--- src/design/mf3_pkg.sv ---
// shared types, register codes and compare helpers for the 3x3 median filter
`default_nettype none

package mf3_pkg;

    // configuration register indexes
    localparam logic [7:0] CFG_FRAME_WIDTH  = 8'd0;
    localparam logic [7:0] CFG_FRAME_HEIGHT = 8'd1;

    // frame size after reset
    localparam int RESET_WIDTH  = 640;
    localparam int RESET_HEIGHT = 480;

    // smallest frame side that has an interior
    localparam int MIN_SIDE = 3;

    typedef logic [7:0] t_pix;

    // 3x3 window, index 0 is the upper left pixel, 8 the newest pixel
    typedef logic [8:0][7:0] t_win;

    // position and end-of-frame mark that travel with a result
    typedef struct packed {
        logic [9:0] row;
        logic [9:0] col;
        logic       done;
    } t_meta;

    // three pixels in ascending order
    typedef struct packed {
        t_pix hi;
        t_pix mi;
        t_pix lo;
    } t_trio;

    function automatic t_pix min2(input t_pix a, input t_pix b);
        return (a < b) ? a : b;
    endfunction

    function automatic t_pix max2(input t_pix a, input t_pix b);
        return (a > b) ? a : b;
    endfunction

    function automatic t_pix min3(input t_pix a, input t_pix b, input t_pix c);
        return min2(min2(a, b), c);
    endfunction

    function automatic t_pix max3(input t_pix a, input t_pix b, input t_pix c);
        return max2(max2(a, b), c);
    endfunction

    function automatic t_pix med3(input t_pix a, input t_pix b, input t_pix c);
        return max2(min2(a, b), min2(max2(a, b), c));
    endfunction

    function automatic t_trio sort3(input t_pix a, input t_pix b, input t_pix c);
        t_trio t;
        t.lo = min3(a, b, c);
        t.mi = med3(a, b, c);
        t.hi = max3(a, b, c);
        return t;
    endfunction

endpackage

`default_nettype wire

--- src/design/mf3_median.sv ---
// three-stage median of nine: row sort, column select, final median of three
`default_nettype none

module mf3_median (
    input  wire logic           i_clk,
    input  wire logic           i_rst_n,
    input  wire logic           i_en,
    input  wire logic           i_valid,
    input  wire mf3_pkg::t_win  i_win,
    input  wire mf3_pkg::t_meta i_meta,
    output logic                o_valid,
    output mf3_pkg::t_pix       o_value,
    output mf3_pkg::t_meta      o_meta
);

    mf3_pkg::t_trio [2:0] r_rows;
    mf3_pkg::t_pix        r_max_lo;
    mf3_pkg::t_pix        r_med_mi;
    mf3_pkg::t_pix        r_min_hi;
    mf3_pkg::t_pix        r_value;
    mf3_pkg::t_meta       r_meta1;
    mf3_pkg::t_meta       r_meta2;
    mf3_pkg::t_meta       r_meta3;
    logic                 r_v1;
    logic                 r_v2;
    logic                 r_v3;

    // stage valids
    always_ff @(posedge i_clk) begin
        if (!i_rst_n) begin
            r_v1 <= 1'b0;
            r_v2 <= 1'b0;
            r_v3 <= 1'b0;
        end else if (i_en) begin
            r_v1 <= i_valid;
            r_v2 <= r_v1;
            r_v3 <= r_v2;
        end
    end

    // sort each window row, then reduce columns, then take median of three
    always_ff @(posedge i_clk) begin
        if (i_en) begin
            for (int k = 0; k < 3; k++) begin
                r_rows[k] <= mf3_pkg::sort3(i_win[3*k], i_win[3*k+1], i_win[3*k+2]);
            end
            r_meta1  <= i_meta;
            r_max_lo <= mf3_pkg::max3(r_rows[0].lo, r_rows[1].lo, r_rows[2].lo);
            r_med_mi <= mf3_pkg::med3(r_rows[0].mi, r_rows[1].mi, r_rows[2].mi);
            r_min_hi <= mf3_pkg::min3(r_rows[0].hi, r_rows[1].hi, r_rows[2].hi);
            r_meta2  <= r_meta1;
            r_value  <= mf3_pkg::med3(r_max_lo, r_med_mi, r_min_hi);
            r_meta3  <= r_meta2;
        end
    end

    assign o_valid = r_v3;
    assign o_value = r_value;
    assign o_meta  = r_meta3;

endmodule

`default_nettype wire

--- config.mk ---
export PLATFORM = sky130hd
export DESIGN_NAME = mf3_median
export DESIGN_NICKNAME = d
export VERILOG_FILES = /design/src/design/mf3_pkg.sv /design/src/design/mf3_median.sv
export SDC_FILE = /design/constraint.sdc
export NUM_CORES = 1
export LEC_CHECK = 0
export ABC_AREA = 1
export BUFFER_PORTS_ARGS = -buffer_cell sky130_fd_sc_hd__buf_2
export CORE_UTILIZATION = 31
export DETAILED_ROUTE_END_ITERATION = 6
export PLACE_DENSITY = 0.55
export SYNTH_ARGS = -nofsm -noshare
export SYNTH_HDL_FRONTEND = slang
export SYNTH_SLANG_ARGS = --single-unit
--- constraint.sdc ---
create_clock -name i_clk -period 4 [get_ports i_clk]
set_clock_uncertainty 0.1 [all_clocks]
set_input_delay 0.2 -clock i_clk [delete_from_list [all_inputs] [get_ports i_clk]]
set_output_delay 0.2 -clock i_clk [all_outputs]
set_load 0.01 [all_outputs]
After elaboration in Yosys (flattened, before gate mapping)
Cells that the tools add are included.

word-level totals
  output and inout bits = 30
  word-level logic and storage cells = 85
  memory bits (read-only) = 0
  memories kept = 0
  bits in latches = 0
  input bits = 97
  bits in writable memories = 0
  register bits after elaboration = 170

operators by class
  div/mod/pow operators = 0
  magnitude comparators = 30
  multipliers = 0
  equality and inequality tests = 0
  $add $sub $neg = 0
  reduce and logical (&&, ||, !) cells = 0
  muxes and demuxes = 30
  bitwise logic cells = 0
  shift-type cells = 0

operators by type and width
  operator                       count
  8-bit 2-to-1 mux               30
  8-bit greater-than comparator  15
  8-bit less-than comparator     15

Depth between registers and ports, before layout
Gate-level depths: netlist of the first run.

  depth after elaboration = 6
  mapped depth = 33
  mapped depth without buffers = 31

Worst setup path before layout of the first run
Ideal clock, no wire load.

  path type = reg-to-reg
  start point = register r_rows[15] (netlist name)
  end point = register r_med_mi[0] (data pin)
  setup time = 0.130 ns
  required time = 3.770 ns
  clock period less this slack = 4.196 ns
  arrival time = 3.966 ns
  cell stages (with the launch flop) = 24
  buffers on the path = 1
  slack = -0.196 ns
  cell sequence = edfxtp_1 > ha_1 > a21o_1 > nor2_1 > nand2_4 > nand2_4 > buf_2 > nand2_1 > o21ai_0 > ha_1 > a21oi_1 > nor2_1 > a211oi_2 > nand2_4 > nand2_1 > nand2_1 > ha_1 > nand2_1 > nor2_1 > nand2_1 > a32oi_2 > inv_2 > or2_2 > nand2_1

on the way
  word-level cells in the longest chain between the ends = 6
  elaborated cells between the ends (all ways) = 8
  those cells by class = 4 x order compare; 4 x mux

ends and longest elaborated chain
  element                          line              source
  start, declared                  mf3_median.sv:16  mf3_pkg::t_trio [2:0] r_rows;
  start signal, assigned by index  mf3_median.sv:45  r_rows[k] <= mf3_pkg::sort3(i_win[3*k], i_win[3*k+1], i_win[3*k+2]);
  8-bit greater-than comparator    mf3_pkg.sv:41     return (a > b) ? a : b;
  8-bit 2-to-1 mux                 mf3_pkg.sv:41
  8-bit less-than comparator       mf3_pkg.sv:37     return (a < b) ? a : b;
  8-bit 2-to-1 mux                 mf3_pkg.sv:37
  8-bit greater-than comparator    mf3_pkg.sv:41
  8-bit 2-to-1 mux *               mf3_pkg.sv:41
  end signal, assigned             mf3_median.sv:49  r_med_mi <= mf3_pkg::med3(r_rows[0].mi, r_rows[1].mi, r_rows[2].mi);
  end, declared                    mf3_median.sv:18  mf3_pkg::t_pix r_med_mi;

Mark *: on every way between the ends. The rest lies on a longest branch, timed or not.
A chain may end at the register's enable or synchronous reset.

Final worst setup path of the first run
  start point = register r_max_lo[7]
  end point = register r_value[5] (netlist: o_value[5]) (data pin)

on the way
  word-level cells in the longest chain between the ends = 6
  elaborated cells between the ends (all ways) = 8
  those cells by class = 4 x order compare; 4 x mux

ends and longest elaborated chain
  element                        line              source
  start, declared                mf3_median.sv:17  mf3_pkg::t_pix r_max_lo;
  start signal, assigned         mf3_median.sv:48  r_max_lo <= mf3_pkg::max3(r_rows[0].lo, r_rows[1].lo, r_rows[2].lo);
  8-bit greater-than comparator  mf3_pkg.sv:41
  8-bit 2-to-1 mux               mf3_pkg.sv:41
  8-bit less-than comparator     mf3_pkg.sv:37
  8-bit 2-to-1 mux               mf3_pkg.sv:37
  8-bit greater-than comparator  mf3_pkg.sv:41
  8-bit 2-to-1 mux *             mf3_pkg.sv:41
  end signal, assigned           mf3_median.sv:52  r_value <= mf3_pkg::med3(r_max_lo, r_med_mi, r_min_hi);
  end, declared                  mf3_median.sv:20  mf3_pkg::t_pix r_value;

Marks and branches as above.

==> impl_metrics.env, run 1 <==
export IMPL_cts_buffers=17
export IMPL_drv_slew=0
export IMPL_nFillCells=3630
export IMPL_cts_root_buffer="clkbuf_16"
export IMPL_yosysSeqAreaShare_pct=41.1
export IMPL_netlist_area_um2=12400
export IMPL_insertion_delay_ns=0.44
export IMPL_synth_commonest_cells="nand2_1, inv_1, ha_1, edfxtp_1, o21ai_0"
export IMPL_dpl_hpwl_mm=24.9
export IMPL_setup_viol=9
export IMPL_worst_slew_pin_transition_ns=0.803
export IMPL_postRouteAntennaNets=0
export IMPL_powerDensity_nw_per_um2=867
export IMPL_vdd_ir_drop_worst_v=0.000577
export IMPL_path_cells="ha_4, nand2_4, nor2_4, nand4_1, nand2_4, nand2_2, o21ai_4, ha_4, buf_4, a211oi_4, buf_6, nand2_8, nand2_4, nand2_4, ha_4, inv_2, nor2_1, nor2_1, o21ai_1, nand2_1, a21oi_4, clkinvlp_4, nand3_1, nand2_1"
export IMPL_fin_total_pwr_mw=15.6
export IMPL_cp_arrival_ns=4.20
export IMPL_htreeDepth=4
export IMPL_yosysMostFrequentCell="nand2_1"
export IMPL_synth_avg_cell_area_um2=8.62
export IMPL_timing_final_crit_share_pct=103
export IMPL_gp_congestion=0.908
export IMPL_die_h_um=202
export IMPL_fin_util_pct=46.2
export IMPL_grt_usage_pct=15.5
export IMPL_timing_fmax_mhz=244
export IMPL_cts_path_max_buffers=2
export IMPL_std_cell_rows=72
export IMPL_die_w_um=202
export IMPL_leakage_nw=8.47
export IMPL_post_route_min_period_ns=4.10
export IMPL_crit_buf_inv=4
export IMPL_drt_iter0_drc=628
export IMPL_cts_tree="done"
export IMPL_violations="setup timing"
export IMPL_netlist_instances=1434
export IMPL_hp_class="input port to register"
export IMPL_crit_fanout=8
export IMPL_rsz0062_at_grt="yes"
export IMPL_drt_first_pass_iters=5
export IMPL_area_growth_pct=45.7
export IMPL_die_area_um2=40700
export IMPL_crit_path_max_incr_delay_ns=0.45
export IMPL_worstSetupPathType="register to register"
export IMPL_n_antenna_cell=0
export IMPL_grt_pass1_wl_mm=50.9
export IMPL_grt_max_degree=74
export IMPL_antenna_found_initial=0
export IMPL_overflow=0
export IMPL_synth_seq_cells=170
export IMPL_path_common_cell="nand2_4"
export IMPL_critical_path_top_delay_family="simple AND/OR/NAND/NOR gates"
export IMPL_synth_edf_count=167
export IMPL_synth_top_area_share_pct=40.6
export IMPL_yosys_top_cells_area="edfxtp_1, ha_1, nand2_1"
export IMPL_cts_sinks=170
export IMPL_vias=11200
export IMPL_slew_headroom_pct=45.9
export IMPL_start_kind="register"
export IMPL_seqCellArea_um2=5070
export IMPL_core_area_um2=39000
export IMPL_setup_ws_ns=-0.103
export IMPL_critPathRequiredTime_ns=4.09
export IMPL_multi_input_area_um2=7580
export IMPL_ys_types=37
export IMPL_initial_core_util_pct=31.7
export IMPL_fin_nets=2151
export IMPL_hold_viol_final=0
export IMPL_drc=0
export IMPL_endpoint_kind="register"
export IMPL_routed_wl_mm=33.1
export IMPL_vias_per_cell=4.65
export IMPL_cpMaxStageDelayCell="edfxtp_1"
export IMPL_place_worst_setup_slack_ns=-0.410
export IMPL_synth_nets=1700
export IMPL_io_buffers=126
export IMPL_status="finished, violations left"
export IMPL_synth_largest_area_cell="edfxtp_1"
export IMPL_yosysWarnings=0
export IMPL_async_flop_share_pct=0
export IMPL_max_cap_viol_count=0
export IMPL_first_global_vias=10600
export IMPL_drive_above_1_share_pct=37.8
export IMPL_io_pins=127
export IMPL_path_clk_slew_ns=0.08
export IMPL_synth_ff_type="edfxtp_1"
export IMPL_avgRoutedWirePerCell_um=13.7
state kept, by name, indices dropped and copies added (netlist names):
name,cells
r_v1,1
o_valid,1
r_meta1,21
r_rows,72
r_min_hi,8
r_med_mi,8
r_max_lo,8
o_value,8
r_v2,1
o_meta,21
r_meta2,21
layer usage:
metal	vias up	part of all wire [%]	global-route usage [%]
met5	-	0	0
met4	0	2.1	4.22
met3	40	2.8	2.02
met2	214	51	27.2
met1	5201	44	19.9
li1	5790	-	-
layout make-up:
class	instances	share of cell area, %
Multi-Input combinational cell	1042	42.1
Sequential cell	170	28.2
Timing Repair Buffer	446	18.4
Inverter	204	4.29
Tap cell	518	3.60
Clock buffer	17	2.36
Clock inverter	15	0.938
Timing Repair inverter	4	0.167
worst reg2reg max path: stages, from the launching register on:
cell and delay [ns]:
edfxtp_1 0.45, ha_4 0.31, nand2_4 0.05, nor2_4 0.11
nand4_1 0.23, nand2_4 0.22, nand2_2 0.09, o21ai_4 0.09
ha_4 0.23, buf_4 0.14, a211oi_4 0.22, buf_6 0.17
nand2_8 0.09, nand2_4 0.08, nand2_4 0.05, ha_4 0.27
inv_2 0.03, nor2_1 0.07, nor2_1 0.05, o21ai_1 0.13
nand2_1 0.10, a21oi_4 0.24, clkinvlp_4 0.20, nand3_1 0.12
nand2_1 0.05
stage by stage:
| step | hold slack [ns] | instance area, um2 | cells | TNS (ns) |
|---|---|---|---|---|
| final | 0.0193 | 18000 | 2416 | -0.554 |
| after CTS | 0.00146 | 16600 | 2369 | -0.0839 |
| after floorplan | 0.199 | 12500 | 1434 | -0.0249 |
| after detailed placement | 0.279 | 15300 | 2282 | -7.62 |
| after global placement | 0.276 | 15300 | 2282 | -3.95 |
| after global routing | 0.0317 | 18000 | 2416 | -4.10 |
placed cells by master (no fill, tap or decap), types with 12 or more instances in the layout:
cell type | Yosys | layout
a21oi_2 | 4 | 17
clkbuf_16 | 0 | 19
buf_4 | 3 | 255
o21ai_2 | 38 | 51
ha_4 | 0 | 34
buf_2 | 10 | 123
o21ai_0 | 99 | 74
nand2_2 | 11 | 51
edfxtp_1 | 167 | 167
dlygate4sd3_1 | 0 | 44
o21ai_1 | 26 | 29
inv_1 | 196 | 188
inv_2 | 8 | 14
ha_1 | 169 | 133
nand2_1 | 388 | 334
nor2_1 | 73 | 59
buf_6 | 3 | 17
o21ai_4 | 3 | 12
nand3_2 | 1 | 24
nand2_4 | 17 | 32
nand3_1 | 82 | 58
a21oi_1 | 80 | 66
where the power goes:
part	total (mW)	internal (mW)	switching, mW	leakage [nW]
Clock	1.64	0.839	0.798	0.287
Sequential	2.88	2.68	0.201	1.66
Combinational	11.1	5.05	6.04	6.52
Total	15.6	8.57	7.04	8.47
kinds of logic after synthesis:
family | synth area share [%]
simple gates | 20.3
compound gates | 14.3
buf+inv | 7.24
flops | 41.1
fa+ha+maj | 17.1
timing repair:
| item | 4_1_cts | 5_1_grt |
|---|---|---|
| endpoints found under the setup margin | 16 | 43 |
| pin swaps | 21 | 99 |
| hold buffers | 44 | 0 |
| buffers inserted | 7 | 42 |
| hold endpoints to repair | 44 | 0 |
| gates resized for setup | 48 | 205 |
| cloned | 4 | 6 |
final timing paths:
check	start	endpoint	slack, ns	depth (start not counted)
setup / recovery	r_max_lo[7]	o_value[5]	-0.10	24
hold / removal	i_win[65]	r_rows[49]	0.02	3
hold reg to reg	r_meta2[15]	o_meta[15]	0.32	0
setup reg to reg	r_max_lo[7]	o_value[5]	-0.10	24
(Power assumes the default switching activity.)
==> run 2: changes to the inputs <==
- ABC_AREA: 1 -> not set
==> impl_metrics.env, run 2 <==
export IMPL_core_area_um2=37800
export IMPL_io_pins=127
export IMPL_holdPathStages=2
export IMPL_violations="setup timing"
export IMPL_netlist_instances=1040
export IMPL_hold_viol_final=0
export IMPL_grt_pass1_wl_mm=47.5
export IMPL_drt_first_pass_iters=4
export IMPL_crit_fanout=6
export IMPL_n_antenna_cell=0
export IMPL_fin_nets=1730
export IMPL_grt_max_degree=67
export IMPL_die_h_um=199
export IMPL_die_w_um=199
export IMPL_hp_class="input port to register"
export IMPL_leakage_nw=7.77
export IMPL_yosys_top_cells_area="edfxtp_1, ha_1, mux2_2"
export IMPL_grt_util_met1_pct=19.2
export IMPL_powerDensity_nw_per_um2=725
export IMPL_initial_core_util_pct=31.7
export IMPL_grt_use_met2_pct=27.2
export IMPL_cts_root_buffer="clkbuf_16"
export IMPL_path_clk_slew_ns=0.08
export IMPL_start_kind="register"
export IMPL_holdCritStartpoint="i_win[70]"
export IMPL_design_area_um2=17700
export IMPL_min_to="r_rows[54]"
export IMPL_vias=9344
export IMPL_antenna_found_initial=0
export IMPL_cpMaxStageDelayCell="edfxtp_1"
export IMPL_max_cap_viol_count=0
export IMPL_r2r_start="r_max_lo[1]"
export IMPL_largest_reg_flops=72
export IMPL_std_cell_rows=71
export IMPL_synth_seq_cells=170
export IMPL_critPathRequiredTime_ns=4.09
export IMPL_grt_use_met3_pct=2.12
export IMPL_layout_common_cells="buf_4, edfxtp_1, ha_1, buf_2, mux2_2"
export IMPL_area_growth_pct=47.3
export IMPL_drt_iter0_drc=291
export IMPL_routed_wl_mm=30.3
export IMPL_worstSetupPathType="register to register"
export IMPL_placed_cells=1880
export IMPL_seqCellArea_um2=5070
export IMPL_yosysMostFrequentCell="ha_1"
export IMPL_drive_above_1_share_pct=51.3
export IMPL_post_route_min_period_ns=5.06
export IMPL_synth_commonest_cells="ha_1, edfxtp_1, mux2_2, inv_1, o21ai_0"
export IMPL_cts_sinks=170
export IMPL_status="finished, violations left"
export IMPL_yosysWarnings=0
export IMPL_critical_path_top_delay_family="compound AO/OA/AOI/OAI gates"
export IMPL_setup_viol=24
export IMPL_grt_busiest_layer="met2"
export IMPL_place_area_um2=15300
export IMPL_avgRoutedWirePerCell_um=15.2
export IMPL_grt_usage_pct=15.3
export IMPL_top_register="r_rows"
export IMPL_setup_ws_ns=-1.06
export IMPL_worst_r2r_setup_slack_ns=-1.06
export IMPL_worst_slew_pin_transition_ns=0.832
export IMPL_worstRegToRegCells=22
export IMPL_synth_nets=1306
export IMPL_synth_top_area_share_pct=41.8
export IMPL_drv_slew=0
export IMPL_cts_buffers=17
export IMPL_synth_ff_type="edfxtp_1"
export IMPL_first_global_vias=9534
export IMPL_crit_buf_inv=2
export IMPL_nFillCells=3522
export IMPL_insertion_delay_ns=0.43
export IMPL_timing_fmax_mhz=198
export IMPL_drc=0
export IMPL_vias_per_cell=4.70
export IMPL_path_cells="ha_1, nor2b_4, o211ai_1, a211o_1, and2_4, mux2_4, ha_4, a211oi_2, nand2_1, or3_4, o211ai_4, buf_6, mux2i_4, ha_4, and3_4, o21ai_1, a21oi_2, a211oi_4, buf_4, a21oi_4, nand2_1, o21a_1"
export IMPL_die_area_um2=39500
export IMPL_endpoint_kind="register"
export IMPL_cts_tree="done"
export IMPL_r2r_end="o_value[0]"
export IMPL_gp_congestion=0.860
export IMPL_io_buffers=126
export IMPL_multi_input_area_um2=7770
export IMPL_layout_commonest_cell="buf_4"
export IMPL_htreeDepth=4
export IMPL_async_flop_share_pct=0
export IMPL_dpl_hpwl_mm=23.2
export IMPL_synth_avg_cell_area_um2=11.5
export IMPL_synth_edf_count=167
export IMPL_yosysSeqAreaShare_pct=42.3
export IMPL_final_cells=1988
export IMPL_vdd_ir_drop_worst_v=0.000569
export IMPL_ys_types=51
export IMPL_timing_final_crit_share_pct=126
export IMPL_overflow=0
export IMPL_synth_largest_area_cell="edfxtp_1"
export IMPL_rsz0062_at_grt="yes"
export IMPL_cts_path_max_buffers=2
export IMPL_crit_path_max_incr_delay_ns=0.42
export IMPL_cp_arrival_ns=5.15
export IMPL_postRouteAntennaNets=0
export IMPL_netlist_area_um2=12000
export IMPL_slew_headroom_pct=44.3
==> run 2: cell types whose count changed after synthesis, sizes merged, moves of 55 or more <==
cell | previous run | this run
inv | 204 | 117
o21ai | 166 | 77
nand3 | 83 | 26
mux2 | 0 | 134
mux2i | 0 | 55
nand2 | 416 | 55
==> run 2: worst max-delay path by stage <==
stage,start,end,cells past startpoint
after floorplan,r_max_lo[1],o_value[0],21
after global placement,r_med_mi[1],o_value[0],21
after detailed placement,r_max_lo[1],o_value[0],20
after CTS,r_rows[38],r_med_mi[0],24
after global routing,r_rows[39],r_med_mi[0],25
final,r_max_lo[1],o_value[0],22
==> run 2: cell families after synthesis <==
group	Yosys count	share of synthesized area, %
AO/OA/AOI/OAI	203	10.8
adder cells (fa/ha/maj)	169	17.6
buffers and inverters	133	4.38
flip-flops	170	42.3
multiplexers	189	17.5
AND/OR/NAND/NOR	176	7.36
==> run 2: stage by stage <==
step | setup WS [ns] | util, % | total power, mW | hold WS, ns | setup TNS, ns
floorplan | -0.810 | - | 6.47 | 0.199 | -15.08
global placement | -1.15 | 40.4 | 8.48 | 0.277 | -37.69
detailed placement | -1.32 | 40.4 | 8.62 | 0.278 | -40.83
CTS | -0.960 | 44.3 | 11.4 | 0.00952 | -13.73
global route | -1.18 | 46.7 | 13.6 | 0.0147 | -21.36
finish | -1.06 | 46.7 | 12.8 | 0.0281 | -15.66
==> run 2: final cells by class <==
class                      instances  share of cell area (%)
clock buffer                      17                    2.41
sequential                       170                    28.7
timing repair buffer             418                    17.5
inverter                         117                    2.71
multi-input combinational        740                    44.0
tap                              511                    3.62
clock inverter                    15                   0.985
==> run 2: per-layer routing <==
layer	part of all wire (%)	vias up	routed length (um)
li1	-	4734	-
met1	45	4468	13600
met2	52	112	15700
met3	2.1	30	629
met4	1.5	0	458
met5	0	-	0
==> run 2: report_power, final <==
| part | internal [mW] | switching (mW) | total, mW |
|---|---|---|---|
| sequential | 2.53 | 0.211 | 2.74 |
| combinational | 4.53 | 3.88 | 8.41 |
| clock | 0.845 | 0.803 | 1.65 |
| total | 7.91 | 4.89 | 12.8 |
==> run 2: timing repair <==
action,in CTS,in global routing
cloned,3,0
resized for setup,108,136
setup buffers,34,22
hold buffers,23,0
pin swaps,57,79
endpoints found under the hold margin,24,0
endpoints found under the setup margin,48,48
